## config.mk

```make
export PLATFORM = sky130hd
export DESIGN_NAME = node_registry_presence_tracker_top
export DESIGN_NICKNAME = d
export VERILOG_FILES = /design/src/design/nrpt_pkg.sv /design/src/design/nrpt_ram.sv /design/src/design/nrpt_datapath.sv /design/src/design/nrpt_ctrl.sv /design/src/design/node_registry_presence_tracker_top.sv
export SDC_FILE = /design/constraint.sdc
export NUM_CORES = 2
export LEC_CHECK = 0
export ABC_AREA = 1
export BUFFER_PORTS_ARGS = -buffer_cell sky130_fd_sc_hd__buf_4
export CORE_MARGIN = 5
export CORE_UTILIZATION = 66
export DETAILED_ROUTE_END_ITERATION = 12
export PLACE_DENSITY_LB_ADDON = 0.2
export SYNTH_ARGS = -nofsm -noshare
export SYNTH_HDL_FRONTEND = slang
export SYNTH_HIERARCHICAL = 1
export SYNTH_SLANG_ARGS = --single-unit
```

## constraint.sdc

```tcl
create_clock -name i_clk -period 13.5 [get_ports i_clk]
set_clock_uncertainty 0.05 [all_clocks]
set_input_delay 1.35 -clock i_clk [delete_from_list [all_inputs] [get_ports i_clk]]
set_output_delay 1.35 -clock i_clk [all_outputs]
set_load 0.005 [all_outputs]
```

## src/design/nrpt_pkg.sv

```systemverilog
`timescale 1ns / 1ps
`default_nettype none
// Shared types and constants for the node registry and presence tracker.
// Holds command and result codes and the controller/datapath interface structs.
// No dependencies.
package nrpt_pkg;

    localparam int ID_W   = 8;
    localparam int DEV_W  = 32;
    localparam int TIME_W = 32;
    localparam int OFF_W  = 5;

    localparam logic [ID_W-1:0]   ID_FREE       = 8'hFF;
    localparam logic [ID_W-1:0]   ID_SELF       = 8'h00;
    localparam logic [TIME_W-1:0] TIMEOUT_RESET = 32'd60000;

    typedef enum logic [1:0] {
        CMD_JOIN  = 2'd0,
        CMD_HEARD = 2'd1,
        CMD_SWEEP = 2'd2,
        CMD_QUERY = 2'd3
    } t_cmd;

    typedef enum logic [1:0] {
        JRES_KNOWN = 2'd0,
        JRES_NEW   = 2'd1,
        JRES_FULL  = 2'd2,
        JRES_NONE  = 2'd3
    } t_jres;

    typedef struct packed {
        logic load;
        logic scan_clr;
        logic scan_reg;
        logic ref_act;
        logic reg_act;
        logic sweep_act;
        logic query_act;
        logic out_load;
    } t_dp_cmd;

    typedef struct packed {
        t_cmd cmd;
        logic key_ok;
        logic p_hit;
        logic r_hit;
        logic exh;
        logic out_free;
    } t_dp_stat;

endpackage
`default_nettype wire

```

## src/design/nrpt_ram.sv

```systemverilog
`timescale 1ns / 1ps
`default_nettype none
// Generic simple dual-port RAM with one write port and one registered read port.
// No dependencies.
module nrpt_ram #(
    parameter int WIDTH = 32,
    parameter int DEPTH = 16
) (
    input  wire logic                                  i_clk,
    input  wire logic                                  i_we,
    input  wire logic [((DEPTH > 1) ? $clog2(DEPTH) : 1)-1:0] i_waddr,
    input  wire logic [WIDTH-1:0]                      i_wdata,
    input  wire logic [((DEPTH > 1) ? $clog2(DEPTH) : 1)-1:0] i_raddr,
    output logic      [WIDTH-1:0]                      o_rdata
);

    logic [WIDTH-1:0] r_mem [DEPTH];

    always_ff @(posedge i_clk) begin
        if (i_we) begin
            r_mem[i_waddr] <= i_wdata;
        end
        o_rdata <= r_mem[i_raddr];
    end

endmodule
`default_nettype wire

```

## src/design/nrpt_datapath.sv

```systemverilog
`timescale 1ns / 1ps
`default_nettype none
// Datapath: registry and presence memories, fill counts, scan index and result register.
// Depends on nrpt_pkg and nrpt_ram.
module nrpt_datapath import nrpt_pkg::*; #(
    parameter int NODE_SLOTS = 16
) (
    input  wire logic              i_clk,
    input  wire logic              i_rst_n,
    input  wire t_dp_cmd           i_cmd,
    output t_dp_stat               o_stat,
    input  wire logic [TIME_W-1:0] i_timeout,
    input  wire logic [1:0]        i_in_cmd,
    input  wire logic [ID_W-1:0]   i_in_src,
    input  wire logic [DEV_W-1:0]  i_in_dev,
    input  wire logic [TIME_W-1:0] i_in_time,
    output logic                   o_out_vld,
    input  wire logic              i_out_rdy,
    output logic [ID_W-1:0]        o_assigned_id,
    output logic [1:0]             o_join_result,
    output logic                   o_came_online,
    output logic                   o_tracker_full,
    output logic [OFF_W-1:0]       o_offline_count,
    output logic                   o_is_online,
    output logic [TIME_W-1:0]      o_last_seen
);

    localparam int IW = (NODE_SLOTS > 1) ? $clog2(NODE_SLOTS) : 1;
    localparam int CW = $clog2(NODE_SLOTS + 1);
    localparam int PW = TIME_W + 1 + ID_W;
    localparam logic [CW-1:0] SLOTS = CW'(NODE_SLOTS);

    t_cmd              r_cmd;
    logic [ID_W-1:0]   r_key,      n_key;
    logic [DEV_W-1:0]  r_dev;
    logic [TIME_W-1:0] r_now;
    logic [CW-1:0]     r_idx,      n_idx;
    logic [IW-1:0]     r_lag_idx;
    logic              r_lag_vld,  n_lag_vld;
    logic [CW-1:0]     r_pcnt,     n_pcnt;
    logic [CW-1:0]     r_rcnt,     n_rcnt;
    logic [ID_W-1:0]   r_assigned, n_assigned;
    t_jres             r_jres,     n_jres;
    logic              r_rose,     n_rose;
    logic              r_full,     n_full;
    logic [OFF_W-1:0]  r_offcnt,   n_offcnt;
    logic              r_online,   n_online;
    logic [TIME_W-1:0] r_seen,     n_seen;
    logic              r_out_vld,  n_out_vld;

    logic [ID_W-1:0]   r_out_assigned;
    t_jres             r_out_jres;
    logic              r_out_rose;
    logic              r_out_full;
    logic [OFF_W-1:0]  r_out_offcnt;
    logic              r_out_online;
    logic [TIME_W-1:0] r_out_seen;

    logic              p_we;
    logic [IW-1:0]     p_waddr;
    logic [PW-1:0]     p_wdata;
    logic [PW-1:0]     p_rdata;
    logic              g_we;
    logic [DEV_W-1:0]  g_rdata;
    logic [ID_W-1:0]   p_node;
    logic              p_online;
    logic [TIME_W-1:0] p_seen;
    logic              p_hit;
    logic              g_hit;
    logic              issue;
    logic              stale;
    logic [CW-1:0]     limit;

    nrpt_ram #(.WIDTH(PW), .DEPTH(NODE_SLOTS)) u_pres_ram (
        .i_clk   (i_clk),
        .i_we    (p_we),
        .i_waddr (p_waddr),
        .i_wdata (p_wdata),
        .i_raddr (r_idx[IW-1:0]),
        .o_rdata (p_rdata)
    );

    // Short IDs are granted in order 1, 2, 3, ... and never released, so the
    // ID of registry entry k is always k + 1 and only the device ID is stored.
    nrpt_ram #(.WIDTH(DEV_W), .DEPTH(NODE_SLOTS)) u_reg_ram (
        .i_clk   (i_clk),
        .i_we    (g_we),
        .i_waddr (r_rcnt[IW-1:0]),
        .i_wdata (r_dev),
        .i_raddr (r_idx[IW-1:0]),
        .o_rdata (g_rdata)
    );

    assign p_node   = p_rdata[ID_W-1:0];
    assign p_online = p_rdata[ID_W];
    assign p_seen   = p_rdata[PW-1:ID_W+1];
    assign p_hit    = r_lag_vld && (p_node == r_key);
    assign g_hit    = r_lag_vld && (g_rdata == r_dev);
    assign limit    = i_cmd.scan_reg ? r_rcnt : r_pcnt;
    assign issue    = (r_idx < limit);
    assign stale    = p_online && ((r_now - p_seen) > i_timeout);

    always_comb begin
        n_key      = r_key;
        n_idx      = r_idx;
        n_lag_vld  = issue;
        n_pcnt     = r_pcnt;
        n_rcnt     = r_rcnt;
        n_assigned = r_assigned;
        n_jres     = r_jres;
        n_rose     = r_rose;
        n_full     = r_full;
        n_offcnt   = r_offcnt;
        n_online   = r_online;
        n_seen     = r_seen;
        n_out_vld  = r_out_vld;
        p_we       = 1'b0;
        p_waddr    = r_lag_idx;
        p_wdata    = {r_now, 1'b1, r_key};
        g_we       = 1'b0;

        if (issue) begin
            n_idx = r_idx + CW'(1);
        end
        if (i_cmd.scan_clr) begin
            n_idx     = '0;
            n_lag_vld = 1'b0;
        end

        if (i_cmd.load) begin
            n_key      = i_in_src;
            n_assigned = ID_FREE;
            n_jres     = JRES_NONE;
            n_rose     = 1'b0;
            n_full     = 1'b0;
            n_offcnt   = '0;
            n_online   = 1'b0;
            n_seen     = '0;
        end

        if (i_cmd.ref_act) begin
            if (p_hit) begin
                p_we   = 1'b1;
                n_rose = r_rose | ~p_online;
            end else if (r_pcnt < SLOTS) begin
                p_we    = 1'b1;
                p_waddr = r_pcnt[IW-1:0];
                n_rose  = 1'b1;
                n_pcnt  = r_pcnt + CW'(1);
            end else begin
                n_full = 1'b1;
            end
        end

        if (i_cmd.reg_act) begin
            if (g_hit) begin
                n_assigned = ID_W'(r_lag_idx) + ID_W'(1);
                n_key      = ID_W'(r_lag_idx) + ID_W'(1);
                n_jres     = JRES_KNOWN;
            end else if (r_rcnt < SLOTS) begin
                g_we       = 1'b1;
                n_rcnt     = r_rcnt + CW'(1);
                n_assigned = ID_W'(r_rcnt) + ID_W'(1);
                n_key      = ID_W'(r_rcnt) + ID_W'(1);
                n_jres     = JRES_NEW;
            end else begin
                n_key  = ID_FREE;
                n_jres = JRES_FULL;
            end
        end

        if (i_cmd.sweep_act && r_lag_vld && stale) begin
            p_we     = 1'b1;
            p_wdata  = {p_seen, 1'b0, p_node};
            n_offcnt = r_offcnt + OFF_W'(1);
        end

        if (i_cmd.query_act && p_hit) begin
            n_online = p_online;
            n_seen   = p_seen;
        end

        if (i_cmd.out_load) begin
            n_out_vld = 1'b1;
        end else if (i_out_rdy) begin
            n_out_vld = 1'b0;
        end
    end

    always_ff @(posedge i_clk) begin
        if (!i_rst_n) begin
            r_idx     <= '0;
            r_lag_vld <= 1'b0;
            r_pcnt    <= '0;
            r_rcnt    <= '0;
            r_out_vld <= 1'b0;
        end else begin
            r_idx     <= n_idx;
            r_lag_vld <= n_lag_vld;
            r_pcnt    <= n_pcnt;
            r_rcnt    <= n_rcnt;
            r_out_vld <= n_out_vld;
        end
    end

    always_ff @(posedge i_clk) begin
        if (i_cmd.load) begin
            r_cmd <= t_cmd'(i_in_cmd);
            r_dev <= i_in_dev;
            r_now <= i_in_time;
        end
        r_key      <= n_key;
        r_lag_idx  <= r_idx[IW-1:0];
        r_assigned <= n_assigned;
        r_jres     <= n_jres;
        r_rose     <= n_rose;
        r_full     <= n_full;
        r_offcnt   <= n_offcnt;
        r_online   <= n_online;
        r_seen     <= n_seen;
        if (i_cmd.out_load) begin
            r_out_assigned <= r_assigned;
            r_out_jres     <= r_jres;
            r_out_rose     <= r_rose;
            r_out_full     <= r_full;
            r_out_offcnt   <= r_offcnt;
            r_out_online   <= r_online;
            r_out_seen     <= r_seen;
        end
    end

    assign o_stat.cmd      = r_cmd;
    assign o_stat.key_ok   = (r_key != ID_FREE) && (r_key != ID_SELF);
    assign o_stat.p_hit    = p_hit;
    assign o_stat.r_hit    = g_hit;
    assign o_stat.exh      = !issue && !r_lag_vld;
    assign o_stat.out_free = !r_out_vld || i_out_rdy;

    assign o_out_vld       = r_out_vld;
    assign o_assigned_id   = r_out_assigned;
    assign o_join_result   = r_out_jres;
    assign o_came_online   = r_out_rose;
    assign o_tracker_full  = r_out_full;
    assign o_offline_count = r_out_offcnt;
    assign o_is_online     = r_out_online;
    assign o_last_seen     = r_out_seen;

    a_pcnt_bound: assert property (@(posedge i_clk) disable iff (!i_rst_n)
        r_pcnt <= SLOTS)
        else $error("presence fill count exceeds slot count");

    a_rcnt_bound: assert property (@(posedge i_clk) disable iff (!i_rst_n)
        r_rcnt <= SLOTS)
        else $error("registry fill count exceeds slot count");

    a_pcnt_mono: assert property (@(posedge i_clk) disable iff (!i_rst_n)
        1'b1 |=> (r_pcnt >= $past(r_pcnt)))
        else $error("presence fill count decreased");

    a_no_overwrite: assert property (@(posedge i_clk) disable iff (!i_rst_n)
        i_cmd.out_load |-> (!r_out_vld || i_out_rdy))
        else $error("result register loaded while an item is still pending");

endmodule
`default_nettype wire

```

## src/design/nrpt_ctrl.sv

```systemverilog
`timescale 1ns / 1ps
`default_nettype none
// Controller state machine: sequences the table scans for each command.
// Depends on nrpt_pkg.
module nrpt_ctrl import nrpt_pkg::*; (
    input  wire logic     i_clk,
    input  wire logic     i_rst_n,
    input  wire logic     i_in_valid,
    output logic          o_in_ready,
    output t_dp_cmd       o_cmd,
    input  wire t_dp_stat i_stat
);

    typedef enum logic [7:0] {
        S_IDLE  = 8'b0000_0001,
        S_CMD   = 8'b0000_0010,
        S_REF1  = 8'b0000_0100,
        S_RSCAN = 8'b0000_1000,
        S_REF2  = 8'b0001_0000,
        S_SWEEP = 8'b0010_0000,
        S_QSCAN = 8'b0100_0000,
        S_DONE  = 8'b1000_0000
    } t_state;

    t_state r_state, n_state;
    logic   p_fin;

    assign p_fin = !i_stat.key_ok || i_stat.p_hit || i_stat.exh;

    always_comb begin
        n_state = r_state;
        o_cmd   = '0;
        case (r_state)
            S_IDLE: begin
                if (i_in_valid) begin
                    o_cmd.load = 1'b1;
                    n_state    = S_CMD;
                end
            end
            S_CMD: begin
                case (i_stat.cmd)
                    CMD_JOIN:  n_state = S_REF1;
                    CMD_HEARD: n_state = S_REF2;
                    CMD_SWEEP: n_state = S_SWEEP;
                    CMD_QUERY: n_state = S_QSCAN;
                    default:   n_state = S_DONE;
                endcase
            end
            S_REF1: begin
                if (p_fin) begin
                    o_cmd.ref_act = i_stat.key_ok;
                    n_state       = S_RSCAN;
                end
            end
            S_RSCAN: begin
                o_cmd.scan_reg = 1'b1;
                if (i_stat.r_hit || i_stat.exh) begin
                    o_cmd.reg_act = 1'b1;
                    n_state       = S_REF2;
                end
            end
            S_REF2: begin
                if (p_fin) begin
                    o_cmd.ref_act = i_stat.key_ok;
                    n_state       = S_DONE;
                end
            end
            S_SWEEP: begin
                o_cmd.sweep_act = 1'b1;
                if (i_stat.exh) begin
                    n_state = S_DONE;
                end
            end
            S_QSCAN: begin
                if (p_fin) begin
                    o_cmd.query_act = i_stat.key_ok;
                    n_state         = S_DONE;
                end
            end
            S_DONE: begin
                if (i_stat.out_free) begin
                    o_cmd.out_load = 1'b1;
                    n_state        = S_IDLE;
                end
            end
            default: begin
                n_state = S_IDLE;
            end
        endcase
        o_cmd.scan_clr = (n_state != r_state);
    end

    always_ff @(posedge i_clk) begin
        if (!i_rst_n) begin
            r_state <= S_IDLE;
        end else begin
            r_state <= n_state;
        end
    end

    assign o_in_ready = (r_state == S_IDLE);

    a_load_idle: assert property (@(posedge i_clk) disable iff (!i_rst_n)
        o_cmd.load |-> (r_state == S_IDLE) && i_in_valid)
        else $error("item loaded outside idle");

    a_single_act: assert property (@(posedge i_clk) disable iff (!i_rst_n)
        $onehot0({o_cmd.ref_act, o_cmd.reg_act, o_cmd.sweep_act, o_cmd.query_act,
                  o_cmd.out_load, o_cmd.load}))
        else $error("more than one datapath action in one cycle");

    a_done_to_idle: assert property (@(posedge i_clk) disable iff (!i_rst_n)
        o_cmd.out_load |=> (r_state == S_IDLE))
        else $error("result delivered without returning to idle");

endmodule
`default_nettype wire

```

## src/design/node_registry_presence_tracker_top.sv

```systemverilog
`timescale 1ns / 1ps
`default_nettype none
// Top level of the node registry and presence tracker: stream ports, APB register
// port and the controller/datapath pair. Depends on nrpt_pkg, nrpt_ctrl, nrpt_datapath.
//
// One command item is taken at a time and yields one result item. Each command walks
// the presence or registry memory one entry per cycle through its single read port,
// and a scan ends at a match or after the last filled entry. A join scans presence,
// registry and presence again. While a finished result waits in the output register,
// the next item is already accepted; its result then waits in the datapath while the
// controller holds in its done state until the output register is free, and no
// further item is taken meanwhile.
// Memories need no clearing pass after reset; fill counts mark the written entries.
module node_registry_presence_tracker_top import nrpt_pkg::*; #(
    parameter int NODE_SLOTS = 16
) (
    input  wire logic        i_clk,
    input  wire logic        i_rst_n,
    input  wire logic        i_s_tvalid,
    output logic             o_s_tready,
    // source_node_id [7:0], device_id [39:8], current_time [71:40]
    input  wire logic [71:0] i_s_tdata,
    // cmd [1:0]
    input  wire logic [1:0]  i_s_tuser,
    output logic             o_m_tvalid,
    input  wire logic        i_m_tready,
    // assigned_id [7:0], join_result [9:8], came_online [10], tracker_full [11],
    // offline_count [16:12], is_online [17], last_seen [49:18], zero [55:50]
    output logic [55:0]      o_m_tdata,
    input  wire logic        psel,
    input  wire logic        penable,
    input  wire logic        pwrite,
    input  wire logic [2:0]  paddr,
    input  wire logic [31:0] pwdata,
    output logic [31:0]      prdata,
    output logic             pready
);

    localparam logic ADDR_TIMEOUT = 1'b0;

    logic [TIME_W-1:0] r_timeout;
    t_dp_cmd           dp_cmd;
    t_dp_stat          dp_stat;
    logic [ID_W-1:0]   out_assigned;
    logic [1:0]        out_jres;
    logic              out_rose;
    logic              out_full;
    logic [OFF_W-1:0]  out_offcnt;
    logic              out_online;
    logic [TIME_W-1:0] out_seen;

    assign pready = 1'b1;
    assign prdata = (paddr[2] == ADDR_TIMEOUT) ? r_timeout : 32'd0;

    always_ff @(posedge i_clk) begin
        if (!i_rst_n) begin
            r_timeout <= TIMEOUT_RESET;
        end else if (psel && penable && pwrite && pready && (paddr[2] == ADDR_TIMEOUT)) begin
            r_timeout <= pwdata;
        end
    end

    nrpt_ctrl u_ctrl (
        .i_clk      (i_clk),
        .i_rst_n    (i_rst_n),
        .i_in_valid (i_s_tvalid),
        .o_in_ready (o_s_tready),
        .o_cmd      (dp_cmd),
        .i_stat     (dp_stat)
    );

    nrpt_datapath #(.NODE_SLOTS(NODE_SLOTS)) u_datapath (
        .i_clk           (i_clk),
        .i_rst_n         (i_rst_n),
        .i_cmd           (dp_cmd),
        .o_stat          (dp_stat),
        .i_timeout       (r_timeout),
        .i_in_cmd        (i_s_tuser),
        .i_in_src        (i_s_tdata[7:0]),
        .i_in_dev        (i_s_tdata[39:8]),
        .i_in_time       (i_s_tdata[71:40]),
        .o_out_vld       (o_m_tvalid),
        .i_out_rdy       (i_m_tready),
        .o_assigned_id   (out_assigned),
        .o_join_result   (out_jres),
        .o_came_online   (out_rose),
        .o_tracker_full  (out_full),
        .o_offline_count (out_offcnt),
        .o_is_online     (out_online),
        .o_last_seen     (out_seen)
    );

    assign o_m_tdata = {6'd0, out_seen, out_online, out_offcnt, out_full, out_rose,
                        out_jres, out_assigned};

endmodule
`default_nettype wire
```

After elaboration in Yosys (flattened, before gate mapping)
Memories as Yosys holds them, arrays and structs flattened. A register that Yosys moved wholly into a read port is not among the register bits.
Index checks and enable logic that the tools add are counted.
Storage, ports and cells
  bits in writable memories: 1168
  memories kept: 2
  input bits: 116
  word-level logic and storage cells: 154
  flip-flop bits (word level): 235
Memory list
  u_datapath.u_pres_ram.r_mem: depth 16, bits a word 41, rd ports 1, clocked after Yosys merged registers in 1, write ports 1, RTL line nrpt_ram.sv:17  | logic [WIDTH-1:0] r_mem [DEPTH];
  u_datapath.u_reg_ram.r_mem: depth 16, bits a word 32, rd ports 1, clocked after Yosys merged registers in 1, write ports 1, RTL line nrpt_ram.sv:17
Operators by class
  equality and inequality tests: 15
  magnitude comparators: 4
  bitwise operators: 6
  reductions and logical operators: 30
  add/sub/neg operators: 7
  mux-type cells: 64
Operators by type and width (count)
  two-way mux 8 bit: 14
  two-way mux 32 bit: 3
  one-hot mux 8 bit (7 select lines): 1
  two-way mux 41 bit: 1
  two-way mux 1 bit: 34
  == test 32 bit: 1
  > comparator 32 bit: 1
  one-hot mux 8 bit (4 select lines): 1
  subtractor 32 bit: 1
  adder 5 x 1 -> 5 bit, second input constant: 4
  two-way mux 5 bit: 3
  two-way mux 4 bit: 3
  logical AND 1 bit: 11
  < comparator 5 bit, second input constant: 2
  == test 8 x 1 -> 1 bit, second input constant: 1
  == test 8 x 2 -> 1 bit, second input constant: 1
  == test 8 x 3 -> 1 bit, second input constant: 1
  == test 8 x 4 -> 1 bit, second input constant: 1
  == test 8 x 5 -> 1 bit, second input constant: 1
  == test 8 x 6 -> 1 bit, second input constant: 1
  == test 8 x 7 -> 1 bit, second input constant: 1
  == test 8 bit: 1
  == test 8 bit, second input constant: 1
  two-way mux 2 bit: 4
  16 further kinds: 33

Longest topological paths before layout
  word-level depth: 13
  gate-level depth with buffers: 27
  mapped depth without buffers: 26

By module
Netlist, hierarchy kept.
By module, submodules not included
  nrpt_ram at u_datapath.u_pres_ram: cells an instance 2708, instances 1, sequential area each 20519.7 sq um, area an instance 29104.2 sq um
  nrpt_ram at u_datapath.u_reg_ram: cells an instance 2120, instances 1, sequential area each 16015.4 sq um, area an instance 22730.6 sq um
  nrpt_datapath: cells an instance 1382, instances 1, sequential area each 5545.3 sq um, area an instance 11479.8 sq um
  node_registry_presence_tracker_top: cells an instance 276, instances 1, sequential area each 640.6 sq um, area an instance 1702.9 sq um
  nrpt_ctrl: cells an instance 124, instances 1, sequential area each 160.2 sq um, area an instance 749.5 sq um

Worst setup path after synthesis
OpenSTA, ideal clock, no wires.
  kind: input to register
  start point: input i_s_tvalid
  end point: register u_datapath.r_online, enable pin
  required time: 13059 ps
  buffers on the path: 1
  arrival time: 5506 ps
  cell stages on the path: 5
  slack: 7554 ps
  path through: inv_1 nor2_1 clkbuf_1 inv_1 nand2_1
RTL lines
  start, declared: RTL line node_registry_presence_tracker_top.sv:19  | input wire logic i_s_tvalid,
  end signal, assigned: RTL line nrpt_datapath.sv:219  | r_online <= n_online;
  end, declared: RTL line nrpt_datapath.sv:47  | logic r_online, n_online;

==> results.ini <==
[critical_path]
worst-r2r-setup-slack_ns = 7.49
path_class = reg -> reg
timing.rr.end = u_datapath/u_reg_ram/r_mem[12][23]$_DFFE_PP_
cp_data_arrival_time_ns = 6.35
worst-endpoint-required_ns = 13.84
start_kind = flop
end_kind = flop
critical_path.max_fanout = 22
timing.reg2reg.worst_path_depth = 13
worstReg2RegStart = u_datapath/r_dev[10]$_DFFE_PP_

[placed_design]
globalplace.congestion = 0.970
place_area_sq_mm = 0.0678
buffer_ports.inserted = 197
place_ws_ns = 7.62
placed_cells_incl_taps = 7877
post-dp-hpwl_microns = 95100

[final_layout]
final_layout_size_suffix_gt1_frac = 0.0822
synth_to_final_area_change_pct = 10.4
final_cell_mix = sky130_fd_sc_hd__nand2_1, sky130_fd_sc_hd__edfxtp_1, sky130_fd_sc_hd__inv_1
fin_cells = 8148
fin_nets = 6929
final_design_area_no_fill_sq_mm = 0.0726
layout.cells.most_common = sky130_fd_sc_hd__nand2_1

[status]
run_status = complete, no violations

[synthesis]
synthDistinctLibCells = 54
asyncSetResetFlopFracSynth = 0
post_synth_inst_count = 6610
yosys_warning_total = 6
synth.ff_latch_count = 1476
seq_area_frac_synth = 0.652
edff_count_synth = 1332
post_synth.cell_area_avg_sq_um = 9.95
synth_area_sq_mm = 0.0658
synth_flop_cell = sky130_fd_sc_hd__edfxtp_1

[floorplan]
count_of_boundary_i_o_pins = 207
initial_core_util = 0.666
num_rows = 115
coreArea_sq_mm = 0.0987
chipHeight_microns = 326
floorplan.die.width_microns = 326
fp.dieArea_sq_mm = 0.106

[cts]
clock_tree.htree_level_count = 4
cts.root.buffer_cell = sky130_fd_sc_hd__clkbuf_16
clockBufferDepth = 3
ctsResizeCount = 0
cts_tree = done
insertion_delay_ns = 0.76
cts_setup_buffers = 0
post_cts_hold_buffer_count = 0
cts_buffers = 147
cts.sinks = 1476
cts.reportedPaths.clkPinSlew_ns = 0.06

[route]
remaining_drc_errors = 0
route.detailed.wl_per_inst_microns = 21.1
vias_per_cell = 5.74
drt.antenna.violating_nets = 0
wl_microns = 172000
detail_route.iter0.violations = 5446
drt_pass1_iterations = 6
num_vias = 46800

[global_route]
globalRouteMet3Util = 0.0467
grt_antenna_before_repair = 1
met2_usage = 0.536
grt_pass1_vias = 44700
grt_usage = 0.317
busiest_layer = met2
globalRouteMet1Util = 0.404
grt_first_pass_wirelength_microns = 257000
grt_max_degree = 157
globalRoute.totalOverflow = 0

[power_and_ir_drop]
cellLeakagePower_nw = 31.3
irDropWorstVdd_mv = 0.123
cellPowerDensity_mw_per_mm2 = 131

[sta]
grt_setup_unrepaired = false
hold_viol_final = 0
worst_pin_slew_ns = 1.20
maxClockFrequency_mhz = 166
final-setup-viol-count = 0
worst_slew_margin_relative_to_its_limit = 0.201
report.final.slew_viol_count = 0
setup-tns-final_ns = 0
fin_ws_ns = 7.49
layout_worst_path_cycle_share = 0.445
finalCriticalPeriod_ns = 6.01

[run]
maxCapViolations = 0

[worst_hold_path]
timing.hold.worst_endpoint = u_datapath/o_last_seen[12]$_DFFE_PP_
hold_path_depth = 0
hp-class = reg -> reg
hold_path_startpoint = u_datapath/r_seen[12]$_SDFFCE_PN0P_

## kinds of logic (layout without fill, tap and decap cells)
logic type / count (synthesis) / after routing / share of synthesized area
buffers and inverters: 1471 / 1716 / 0.0971
xor gates and xnor gates: 44 / 44 / 0.00586
adders and majority gates: 74 / 74 / 0.0142
DFF: 1476 / 1476 / 0.652
AOI/OAI and AO/OA: 168 / 168 / 0.0142
and+or+nand+nor: 3375 / 3375 / 0.217
other: 2 / 8 / 0.000114
## metrics by stage
step                 util  power (W)  hold WS [ns]
global route        0.736    0.00981         0.373
detailed placement  0.686    0.00553         0.355
finish              0.736    0.00953         0.367
CTS                 0.736    0.00956         0.369
global placement    0.686    0.00552         0.351
floorplan               -    0.00538         0.339
## report_power, final
group          leakage (nW)  switching (W)  internal (W)
Combinational          15.7       0.000233      0.000103
Sequential             13.3      0.0000581       0.00505
Clock                  2.35        0.00169       0.00240
## layout make-up
class / instances / area [sq um]
Tap cell: 1287 / 1610
Timing Repair Buffer: 266 / 2010
Clock buffer: 199 / 4050
Antenna cell: 1 / 2.50
Multi-Input combinational cell: 3668 / 16800
Fill cell: 6518 / 26100
Inverter: 1180 / 4450
Sequential cell: 1476 / 42900
Clock inverter: 71 / 813
## cells in the mapped netlist, types with 4 or more instances
cell	instances	share of area
sky130_fd_sc_hd__buf_1	31	0.0018
sky130_fd_sc_hd__o21a_1	8	0.00091
sky130_fd_sc_hd__nand2_1	1994	0.11
sky130_fd_sc_hd__nand3_1	1019	0.078
sky130_fd_sc_hd__a21o_1	4	0.00046
sky130_fd_sc_hd__nor2_1	272	0.016
sky130_fd_sc_hd__inv_2	12	0.00068
sky130_fd_sc_hd__nand2_4	5	0.00086
sky130_fd_sc_hd__and2_1	5	0.00048
sky130_fd_sc_hd__clkbuf_1	41	0.0023
sky130_fd_sc_hd__nand4_1	23	0.0022
sky130_fd_sc_hd__ha_1	73	0.014
sky130_fd_sc_hd__edfxtp_1	1332	0.61
sky130_fd_sc_hd__buf_4	26	0.0030
sky130_fd_sc_hd__buf_2	114	0.0087
sky130_fd_sc_hd__nor3_1	17	0.0013
sky130_fd_sc_hd__xnor2_1	16	0.0021
sky130_fd_sc_hd__a21oi_1	79	0.0060
sky130_fd_sc_hd__xor2_1	28	0.0037
sky130_fd_sc_hd__o21ai_0	49	0.0037
sky130_fd_sc_hd__o21bai_1	7	0.00080
sky130_fd_sc_hd__dfxtp_1	144	0.044
sky130_fd_sc_hd__buf_6	76	0.013
sky130_fd_sc_hd__nand3b_1	12	0.0014
sky130_fd_sc_hd__o21ai_1	7	0.00053
sky130_fd_sc_hd__inv_1	1165	0.066
sky130_fd_sc_hd__nor4_1	4	0.00038
sky130_fd_sc_hd__nand2_2	11	0.0010
## layer usage
metal	part of all wire	vias to the layer above
met5	0	-
met4	0.055	0
met3	0.093	529
met2	0.49	2545
met1	0.36	22200
li1	-	21500
## sequential cells by signal (all words and copies together) (netlist names), 2 cells and up
signal,cells
u_datapath/u_pres_ram/o_rdata,41
u_datapath/o_last_seen,32
u_datapath/r_jres,2
u_datapath/o_assigned_id,8
u_datapath/r_key,8
u_datapath/r_now,32
u_datapath/r_idx,5
r_timeout,32
u_datapath/r_dev,32
u_datapath/o_join_result,2
u_ctrl/r_state,8
u_datapath/r_offcnt,5
u_datapath/r_pcnt,5
u_datapath/r_seen,32
u_datapath/u_pres_ram/r_mem,656
u_datapath/r_cmd,2
u_datapath/u_reg_ram/r_mem,512
u_datapath/r_lag_idx,4
u_datapath/u_reg_ram/o_rdata,32
u_datapath/r_assigned,8
u_datapath/r_rcnt,5
u_datapath/o_offline_count,5
## worst max path at each step
| stage | slack [ns] | start | endpoint | cells after the start |
|---|---|---|---|---|
| 6_report | 7.49 | u_datapath/r_dev[10]$_DFFE_PP_ | u_datapath/u_reg_ram/r_mem[12][23]$_DFFE_PP_ | 13 |
| 4_1_cts | 7.60 | u_datapath/r_dev[10]$_DFFE_PP_ | u_datapath/u_reg_ram/r_mem[15][13]$_DFFE_PP_ | 13 |
| 3_3_place_gp | 7.68 | u_datapath/r_dev[10]$_DFFE_PP_ | u_datapath/u_reg_ram/r_mem[14][15]$_DFFE_PP_ | 13 |
| 5_1_grt | 7.30 | u_datapath/r_dev[10]$_DFFE_PP_ | u_datapath/u_reg_ram/r_mem[15][16]$_DFFE_PP_ | 13 |
| 3_5_place_dp | 7.62 | u_datapath/r_dev[10]$_DFFE_PP_ | u_datapath/u_reg_ram/r_mem[12][12]$_DFFE_PP_ | 13 |
| 2_1_floorplan | 7.55 | i_s_tvalid | u_datapath/r_online$_SDFFCE_PN0P_ | 5 |
## critical path, stage by stage, from the launching register on
cell                       delay, ns
sky130_fd_sc_hd__edfxtp_1       0.63
sky130_fd_sc_hd__xnor2_1        0.72
sky130_fd_sc_hd__nand2_1        0.11
sky130_fd_sc_hd__nor3_1         0.20
sky130_fd_sc_hd__nand2_1        0.08
sky130_fd_sc_hd__nor4_1         0.88
sky130_fd_sc_hd__or2_2          0.29
sky130_fd_sc_hd__nand2_2        0.08
sky130_fd_sc_hd__inv_1          0.47
sky130_fd_sc_hd__nand3_1        0.38
sky130_fd_sc_hd__inv_1          0.22
sky130_fd_sc_hd__nand3_1        0.33
sky130_fd_sc_hd__nor2_4         0.65
sky130_fd_sc_hd__buf_4          0.53
Note: power is estimated with default switching activity, not from simulation.
